File: config.mk
export PLATFORM = sky130hd
export DESIGN_NAME = dual_priority_queue_scheduler_unit
export DESIGN_NICKNAME = d
export VERILOG_FILES = /design/src/dpqs_pkg.sv /design/src/dual_priority_queue_scheduler_unit.sv /design/src/dpqs_ram.sv
export SDC_FILE = /design/constraint.sdc
export NUM_CORES = 2
export LEC_CHECK = 0
export BUFFER_PORTS_ARGS = -buffer_cell sky130_fd_sc_hd__buf_2
export CAP_MARGIN = 20
export CORE_ASPECT_RATIO = 2
export CORE_MARGIN = 8
export CORE_UTILIZATION = 66
export DETAILED_ROUTE_END_ITERATION = 10
export GPL_TIMING_DRIVEN = 1
export PLACE_DENSITY = 0.86
export SLEW_MARGIN = 20
export SYNTH_ARGS = -nofsm -noshare
export SYNTH_HDL_FRONTEND = slang
export SYNTH_SLANG_ARGS = --single-unit
File: constraint.sdc
create_clock -name clk -period 13.3 [get_ports clk]
set_input_delay 0.665 -clock clk [delete_from_list [all_inputs] [get_ports clk]]
set_output_delay 0.665 -clock clk [all_outputs]
set_load 0.02 [all_outputs]
File: src/dpqs_pkg.sv
`timescale 1ns / 1ps

package dpqs_pkg;

    // Sizing of the two sorted queues and of the stored client identifier.
    localparam int QUEUE_DEPTH = 64;
    localparam int ID_BITS     = 8;

    // Fixed field widths of the command and result transactions.
    localparam int CLIENT_W = 8;
    localparam int URG_W    = 7;
    localparam int DL_W     = 5;
    localparam int COUNT_W  = 7;

    // Only the low ID_BITS bits of an identifier are kept, and never more than the field holds.
    localparam int ID_KEEP = (ID_BITS < CLIENT_W) ? ID_BITS : CLIENT_W;
    localparam int ADDR_W  = (QUEUE_DEPTH > 1) ? $clog2(QUEUE_DEPTH) : 1;
    localparam int FILL_W  = $clog2(QUEUE_DEPTH + 1);

    typedef enum logic [0:0] {
        OP_ARRIVE  = 1'b0,
        OP_SERVICE = 1'b1
    } op_t;

    typedef enum logic [1:0] {
        ACT_IDLE   = 2'd0,
        ACT_FIRST  = 2'd1,
        ACT_SECOND = 2'd2,
        ACT_REJECT = 2'd3
    } action_t;

    typedef struct packed {
        op_t                 opcode;
        logic [CLIENT_W-1:0] client_id;
        logic [URG_W-1:0]    urgency_key;
        logic [DL_W-1:0]     deadline_key;
    } cmd_t;

    typedef struct packed {
        action_t             action;
        logic [CLIENT_W-1:0] served_id;
        logic [COUNT_W-1:0]  first_count;
        logic [COUNT_W-1:0]  second_count;
    } result_t;

    typedef struct packed {
        logic [ID_KEEP-1:0] id;
        logic [URG_W-1:0]   urgency;
        logic [DL_W-1:0]    deadline;
    } first_entry_t;

    typedef struct packed {
        logic [ID_KEEP-1:0] id;
        logic [DL_W-1:0]    deadline;
    } second_entry_t;

    localparam int FIRST_W  = $bits(first_entry_t);
    localparam int SECOND_W = $bits(second_entry_t);

endpackage

File: src/dual_priority_queue_scheduler_unit.sv
`timescale 1ns / 1ps

// Dual priority queue scheduler: two sorted queues share one server.
// A command transaction is accepted on the rising edge where start is high and
// busy is low. An arrive command inserts the client into the first queue by
// urgency key; a service command grants the head of one queue, moving a client
// granted from the first queue into the second queue by deadline key.
// Each command yields exactly one result transaction: done is high for one
// cycle with the result on the result port. The receiver cannot stall, so the
// result is taken in that cycle and busy falls in the next one.
// After the accepting edge a command steps through dispatch and done for an idle
// service, a rejected arrival or an arrival into an empty queue; dispatch, head
// and done for a second-stage grant or a first-stage grant into an empty second
// queue; dispatch, walk and done for any other arrival; and dispatch, head, walk
// and done for any other first-stage grant. The walk takes one more step per
// entry that the sorted insertion moves up, one entry per cycle on the single
// read and single write port of the queue RAM. One command is in flight at a time
// and the next is accepted in the cycle after done at the earliest.
// Reset clears both fill counts; the queue RAMs need no clearing because
// only entries below the fill counts are ever used.
module dual_priority_queue_scheduler_unit
    import dpqs_pkg::*;
(
    input  logic    clk,
    input  logic    rst_n,
    input  logic    start,
    output logic    busy,
    input  cmd_t    cmd,
    output logic    done,
    output result_t result
);

    // One-hot sequencer.
    typedef enum logic [4:0] {
        S_IDLE     = 5'b00001,
        S_DISPATCH = 5'b00010,
        S_HEAD     = 5'b00100,
        S_WALK     = 5'b01000,
        S_DONE     = 5'b10000
    } state_t;

    localparam logic [FILL_W-1:0] FILL_ONE  = FILL_W'(1);
    localparam logic [FILL_W-1:0] FILL_FULL = FILL_W'(QUEUE_DEPTH);

    state_t              state_reg, state_next;
    logic [FILL_W-1:0]   first_fill_reg, first_fill_next;
    logic [FILL_W-1:0]   second_fill_reg, second_fill_next;

    // Command and working registers of the current transaction.
    cmd_t                cmd_reg;
    action_t             action_reg, action_next;
    logic [CLIENT_W-1:0] served_reg, served_next;
    first_entry_t        new_reg, new_next;
    logic [URG_W-1:0]    key_reg, key_next;
    logic                sel_second_reg, sel_second_next;
    logic [FILL_W-1:0]   pos_reg, pos_next;
    logic                place_reg, place_next;

    // RAM ports.
    logic                first_we, second_we;
    logic [ADDR_W-1:0]   first_waddr, second_waddr;
    logic [ADDR_W-1:0]   first_raddr, second_raddr;
    first_entry_t        first_wdata, first_rdata;
    second_entry_t       second_wdata, second_rdata;

    // Shared key comparator.
    logic [URG_W-1:0]    cmp_a, cmp_b;
    logic                cmp_lt;

    logic [FILL_W-1:0]   first_last, second_last, pos_last, pos_prev2;
    logic                take_first;

    dpqs_ram #(
        .WIDTH(FIRST_W),
        .DEPTH(QUEUE_DEPTH)
    ) u_first_ram (
        .clk  (clk),
        .we   (first_we),
        .waddr(first_waddr),
        .wdata(first_wdata),
        .raddr(first_raddr),
        .rdata(first_rdata)
    );

    dpqs_ram #(
        .WIDTH(SECOND_W),
        .DEPTH(QUEUE_DEPTH)
    ) u_second_ram (
        .clk  (clk),
        .we   (second_we),
        .waddr(second_waddr),
        .wdata(second_wdata),
        .raddr(second_raddr),
        .rdata(second_rdata)
    );

    assign first_last  = first_fill_reg - FILL_ONE;
    assign second_last = second_fill_reg - FILL_ONE;
    assign pos_last    = pos_reg - FILL_ONE;
    assign pos_prev2   = pos_reg - FILL_W'(2);

    // The comparator serves the head decision and every step of the insertion walk.
    always_comb
    begin
        if (state_reg == S_HEAD)
        begin
            cmp_a = first_rdata.urgency;
            cmp_b = URG_W'(second_rdata.deadline);
        end
        else
        begin
            cmp_a = sel_second_reg ? URG_W'(second_rdata.deadline) : first_rdata.urgency;
            cmp_b = key_reg;
        end
    end

    assign cmp_lt = cmp_a < cmp_b;

    // Serve the first queue when the second is empty, or when the second still has
    // room and the first head's urgency lies below the second head's deadline.
    assign take_first = (first_fill_reg != '0) &&
                        ((second_fill_reg == '0) ||
                         ((second_fill_reg < FILL_FULL) && cmp_lt));

    always_comb
    begin
        state_next       = state_reg;
        first_fill_next  = first_fill_reg;
        second_fill_next = second_fill_reg;
        action_next      = action_reg;
        served_next      = served_reg;
        new_next         = new_reg;
        key_next         = key_reg;
        sel_second_next  = sel_second_reg;
        pos_next         = pos_reg;
        place_next       = 1'b0;

        first_we     = 1'b0;
        second_we    = 1'b0;
        first_waddr  = pos_reg[ADDR_W-1:0];
        second_waddr = pos_reg[ADDR_W-1:0];
        first_wdata  = new_reg;
        second_wdata = '{id: new_reg.id, deadline: new_reg.deadline};
        first_raddr  = pos_last[ADDR_W-1:0];
        second_raddr = pos_last[ADDR_W-1:0];

        unique case (state_reg)
            S_IDLE:
            begin
                if (start)
                begin
                    state_next = S_DISPATCH;
                end
            end

            S_DISPATCH:
            begin
                action_next = ACT_IDLE;
                served_next = '0;
                if (cmd_reg.opcode == OP_ARRIVE)
                begin
                    new_next.id       = cmd_reg.client_id[ID_KEEP-1:0];
                    new_next.urgency  = cmd_reg.urgency_key;
                    new_next.deadline = cmd_reg.deadline_key;
                    key_next          = cmd_reg.urgency_key;
                    sel_second_next   = 1'b0;
                    pos_next          = first_fill_reg;
                    if (first_fill_reg >= FILL_FULL)
                    begin
                        action_next = ACT_REJECT;
                        served_next = CLIENT_W'(cmd_reg.client_id[ID_KEEP-1:0]);
                        state_next  = S_DONE;
                    end
                    else if (first_fill_reg == '0)
                    begin
                        first_we        = 1'b1;
                        first_waddr     = '0;
                        first_wdata     = new_next;
                        first_fill_next = FILL_ONE;
                        state_next      = S_DONE;
                    end
                    else
                    begin
                        first_raddr = first_last[ADDR_W-1:0];
                        state_next  = S_WALK;
                    end
                end
                else if (first_fill_reg == '0 && second_fill_reg == '0)
                begin
                    state_next = S_DONE;
                end
                else
                begin
                    first_raddr  = first_last[ADDR_W-1:0];
                    second_raddr = second_last[ADDR_W-1:0];
                    state_next   = S_HEAD;
                end
            end

            S_HEAD:
            begin
                if (take_first)
                begin
                    first_fill_next = first_last;
                    action_next     = ACT_FIRST;
                    served_next     = CLIENT_W'(first_rdata.id);
                    new_next        = first_rdata;
                    key_next        = URG_W'(first_rdata.deadline);
                    sel_second_next = 1'b1;
                    pos_next        = second_fill_reg;
                    if (second_fill_reg == '0)
                    begin
                        second_we        = 1'b1;
                        second_waddr     = '0;
                        second_wdata     = '{id: first_rdata.id, deadline: first_rdata.deadline};
                        second_fill_next = FILL_ONE;
                        state_next       = S_DONE;
                    end
                    else
                    begin
                        second_raddr = second_last[ADDR_W-1:0];
                        state_next   = S_WALK;
                    end
                end
                else
                begin
                    second_fill_next = second_last;
                    action_next      = ACT_SECOND;
                    served_next      = CLIENT_W'(second_rdata.id);
                    state_next       = S_DONE;
                end
            end

            S_WALK:
            begin
                if (place_reg)
                begin
                    // The walk reached the bottom; the new entry goes to slot zero.
                    first_we  = !sel_second_reg;
                    second_we = sel_second_reg;
                    if (sel_second_reg)
                    begin
                        second_fill_next = second_fill_reg + FILL_ONE;
                    end
                    else
                    begin
                        first_fill_next = first_fill_reg + FILL_ONE;
                    end
                    state_next = S_DONE;
                end
                else if (cmp_lt)
                begin
                    // Entry below has a smaller key: move it up one slot.
                    first_we     = !sel_second_reg;
                    second_we    = sel_second_reg;
                    first_wdata  = first_rdata;
                    second_wdata = second_rdata;
                    first_raddr  = pos_prev2[ADDR_W-1:0];
                    second_raddr = pos_prev2[ADDR_W-1:0];
                    pos_next     = pos_last;
                    place_next   = (pos_reg == FILL_ONE);
                end
                else
                begin
                    first_we  = !sel_second_reg;
                    second_we = sel_second_reg;
                    if (sel_second_reg)
                    begin
                        second_fill_next = second_fill_reg + FILL_ONE;
                    end
                    else
                    begin
                        first_fill_next = first_fill_reg + FILL_ONE;
                    end
                    state_next = S_DONE;
                end
            end

            S_DONE:
            begin
                state_next = S_IDLE;
            end

            default:
            begin
                state_next = S_IDLE;
            end
        endcase
    end

    always_ff @(posedge clk or negedge rst_n)
    begin
        if (!rst_n)
        begin
            state_reg       <= S_IDLE;
            first_fill_reg  <= '0;
            second_fill_reg <= '0;
            place_reg       <= 1'b0;
        end
        else
        begin
            state_reg       <= state_next;
            first_fill_reg  <= first_fill_next;
            second_fill_reg <= second_fill_next;
            place_reg       <= place_next;
        end
    end

    always_ff @(posedge clk)
    begin
        if (state_reg == S_IDLE && start)
        begin
            cmd_reg <= cmd;
        end
        action_reg     <= action_next;
        served_reg     <= served_next;
        new_reg        <= new_next;
        key_reg        <= key_next;
        sel_second_reg <= sel_second_next;
        pos_reg        <= pos_next;
    end

    assign busy = (state_reg != S_IDLE);
    assign done = (state_reg == S_DONE);

    always_comb
    begin
        result.action       = action_reg;
        result.served_id    = served_reg;
        result.first_count  = COUNT_W'(first_fill_reg);
        result.second_count = COUNT_W'(second_fill_reg);
    end

endmodule

File: src/dpqs_ram.sv
`timescale 1ns / 1ps

// Simple dual-port RAM: one write port, one read port with registered data.
module dpqs_ram #(
    parameter int WIDTH = 8,
    parameter int DEPTH = 64
) (
    input  logic                                    clk,
    input  logic                                    we,
    input  logic [((DEPTH > 1) ? $clog2(DEPTH) : 1)-1:0] waddr,
    input  logic [WIDTH-1:0]                        wdata,
    input  logic [((DEPTH > 1) ? $clog2(DEPTH) : 1)-1:0] raddr,
    output logic [WIDTH-1:0]                        rdata
);

    logic [WIDTH-1:0] mem [DEPTH];

    always_ff @(posedge clk)
    begin
        if (we)
        begin
            mem[waddr] <= wdata;
        end
        rdata <= mem[raddr];
    end

endmodule
==> run_results.csv <==
group,metric,value,unit
min_path,worstHoldStart,"cmd[5]",
worst_setup_path,slowest_delay,890,ps
sta,finalCriticalPeriod,7140,ps
sta,fin_crit_sh,53.7,%
clock_network,cts_made_buffers,173,
yosys,ys_seq_area_share,76.0,%
global_routing,grt_max_degree,138,
cells_and_area,fin_nets,5192,
yosys,synth_flop_cell,"edfxtp_1",
sta,rsz0062_at_grt,"no",
power_and_ir_drop,ir_drop,0.209,mV
global_routing,antenna_found_initial,14,
power_and_ir_drop,static-leakage-power,0.0322,µW
cells_and_area,drive_above_1_share,17.8,%
die,dieArea,145000,µm²
clock_network,cts_setup_buffers,0,
die,die_y,531,µm
worst_setup_path,cp-startpoint,"state_reg[1]$_DFFE_PN0P_",
clock_network,htree_levels,4,
route,drt_iter0_drc,7963,
min_path,min-delay-path-class,"primary input to flip-flop",
worst_setup_path,crit_slowest_cell,"a211oi_1",
worst_setup_path,critPathKind,"flip-flop to flip-flop",
clock_network,clockBufferDepth,3,
placed_design,place_hpwl,151,mm
run_status,violations,"DRC",
die,coreArea,132000,µm²
clock_network,clk_latency,850,ps
sta,tightest_slew,1270,ps
yosys,synthArstFlopShare,0.896,%
global_routing,grt_usage,35.6,%
route,firstDrtPassIters,9,
run_status,status,"finished with violations",
global_routing,grt_overflow,0,
sta,drv_slew,0,
route,ant_nets,0,
cells_and_area,areaGrowthSynthToFinish,10.9,%
global_routing,grt_pass1_wl,366,mm
yosys,syn-num-nets,5069,
route,wl,260,mm
clock_network,cts_tree,"yes",
route,vias,51900,
route,wl_per_cell,37.0,µm
worst_setup_path,setup.worst_path.start_class,"flip-flop",
worst_setup_path,rr_startpoint,"state_reg[1]$_DFFE_PN0P_",
yosys,synthCells,5031,
yosys,synth_edf_count,2178,
die,fp-row-count,189,
cells_and_area,fill_cells,6845,
sta,finalHoldViolCount,0,
die,initial_utilization,66.3,%
sta,setup_tns,0,ps
cells_and_area,multi_input_area,20300,µm²
worst_setup_path,cp_cell_sequence,"nor4_2 > nand2_2 > nand2_1 > mux2_2 > ha_1 > a21oi_1 > a21o_1 > and3_1 > o21a_1 > o211ai_1 > nand3_4 > buf_12 > buf_12 > mux2i_1 > a221oi_1 > a211oi_1 > o211ai_1",
yosys,synth.distinct_cells,77,
worst_setup_path,end_kind,"flip-flop",
clock_network,clkTransAtPathRegs,70,ps
worst_setup_path,critPathMaxFanout,137,
global_routing,grt_pass1_vias,51900,
worst_setup_path,cp.arrival,7820,ps
sta,finalClockSkew,50.8,ps
sta,finalSetupViolCount,0,
sta,max_freq,0.140,GHz
power_and_ir_drop,p_per_area,212,nW/µm²
power_and_ir_drop,p_total,20600,µW
yosys,yosys_warnings,0,
clock_network,cts-root-buf,"clkbuf_16",
route,viasPerCell,7.39,
placed_design,place.gp.congestion,0.939,
yosys,synth_area_per_cell,17.4,µm²
die,die_w,274,µm
cells_and_area,regArea,66600,µm²
yosys,synth_seq_cells,2231,
clock_network,clock-sinks,2231,
die,boundaryPins,50,
yosys,synth_area,87600,µm²
run,maxCapViolations,0,
cells_and_area,largest_reg_flops,1280,
worst_setup_path,crit_required,13970,ps
placed_design,io_buffers,49,
sta,slew-limit-headroom,15.2,%
route,route.detailed.drc,2,
-- per-stage QoR --
stage / hold WS, ps / setup WS, ps / util, % / cells / instance area (µm²)
final: 79.3 / 6160 / 73.5 / 7029 / 97200
after CTS: 42.5 / 6280 / 73.5 / 7020 / 97100
after floorplan: 369 / 7160 / - / 5031 / 87600
after detailed placement: 546 / 6340 / 68.7 / 6693 / 90900
after global placement: 540 / 6170 / 68.7 / 6690 / 90800
after global routing: 48.2 / 5860 / 73.5 / 7025 / 97200
-- power breakdown --
part           leakage (µW)  internal (µW)  switching [µW]
logic               0.00907           1910            4530
registers            0.0201           8310             211
clock network       0.00302           3130            2550
total                0.0322          13400            7290
-- worst max-delay path: cells and delay by family (launching register included) --
kind | cells | cell delay (ps)
buf+inv | 2 | 1340
mux | 2 | 700
fa+ha+maj | 1 | 310
simple gates | 5 | 1610
flops | 1 | 460
compound gates | 7 | 2230
-- final timing paths --
path                                                  to  slack (ps)  cells after the start
max in group asynchronous       state_reg[4]$_DFFE_PN0P_       12540                      2
min in group asynchronous  first_fill_reg[3]$_DFFE_PN0P_         390                      2
max                        u_second_ram.rdata[8]$_DFF_P_        6160                     17
max reg2reg                u_second_ram.rdata[8]$_DFF_P_        6160                     17
min reg2reg                         new_reg[6]$_DFFE_PP_         560                      2
min                                 cmd_reg[5]$_DFFE_PP_          80                      1
-- per-layer routing --
layer	wire, µm	part of all wire (%)	vias to the layer above	GRT usage [%]
met4	27100	10	14	29.4
met2	130000	50	4789	59.9
met1	73700	28	25500	37.2
met3	28800	11	1317	9.16
met5	91	0.035	-	0
li1	-	-	20300	-
-- cells in the final DEF, fill, tap and decap left out, types with 57 or more instances in the layout --
cell / synthesis / final
edfxtp_1: 2178 / 2178
nand2_1: 674 / 647
mux2i_1: 377 / 377
mux4_2: 244 / 244
buf_4: 8 / 190
clkbuf_16: 0 / 176
nand3_1: 160 / 158
a22oi_1: 147 / 146
o22ai_1: 109 / 109
nor2_1: 193 / 108
a32oi_1: 108 / 108
nor2_2: 0 / 57
-- synth_stat cells, drive strengths merged, types with 4 or more instances --
library cell  number  area [µm²]
xor2               7        61.3
nor2b              4        25.0
clkbuf           157         591
nor3b              4        30.0
o21bai             4        30.0
a221oi            36         315
and3              25         156
edfxtp          2178       65400
a21o               5        37.5
a22oi            147        1100
inv               22        82.6
mux2i            377        3770
o32ai             11        96.3
ha                14         175
nor3              26         130
a22o              24         210
or3                4        25.0
dfxtp             33         661
a211oi            40         310
o21ai             37         189
buf              141         793
nand4             11        68.8
a32oi            108         946
a21oi             46         230
a211o             33         289
mux2               5        56.3
nand2            675        2540
nand3            160         801
and2              11        71.3
a31oi              8        50.1
o22ai            109         682
xnor2              9        78.8
o2111ai            7        61.3
nor2             193         724
o221ai             7        61.3
dfrtp             19         475
nor4              22         159
mux4             244        5500
a221o              6        60.1
o211ai            24         185
-- what timing repair did --
item                      CTS  global route
gates resized for setup     0             0
hold endpoints to repair   19             0
hold buffers                1             0
-- final cells by class --
cell class                      instances  area share (%)
Tap cell                             1719            2.21
Clock buffer                          218            4.83
Timing Repair Buffer                  246            1.85
Inverter                               22          0.0850
Multi-Input combinational cell       2480            20.9
Antenna cell                            5          0.0129
Sequential cell                      2231            68.5
Clock inverter                        108            1.57
-- cell families after synthesis --
kind of cell / share of synthesized area [%]
DFF: 76.0
adders and majority gates: 0.200
AOI/OAI and AO/OA: 5.77
buffers and inverters: 1.67
xor gates and xnor gates: 0.160
and+or+nand+nor: 5.55
muxes: 10.6
Note: power is estimated with default switching activity, not from simulation.
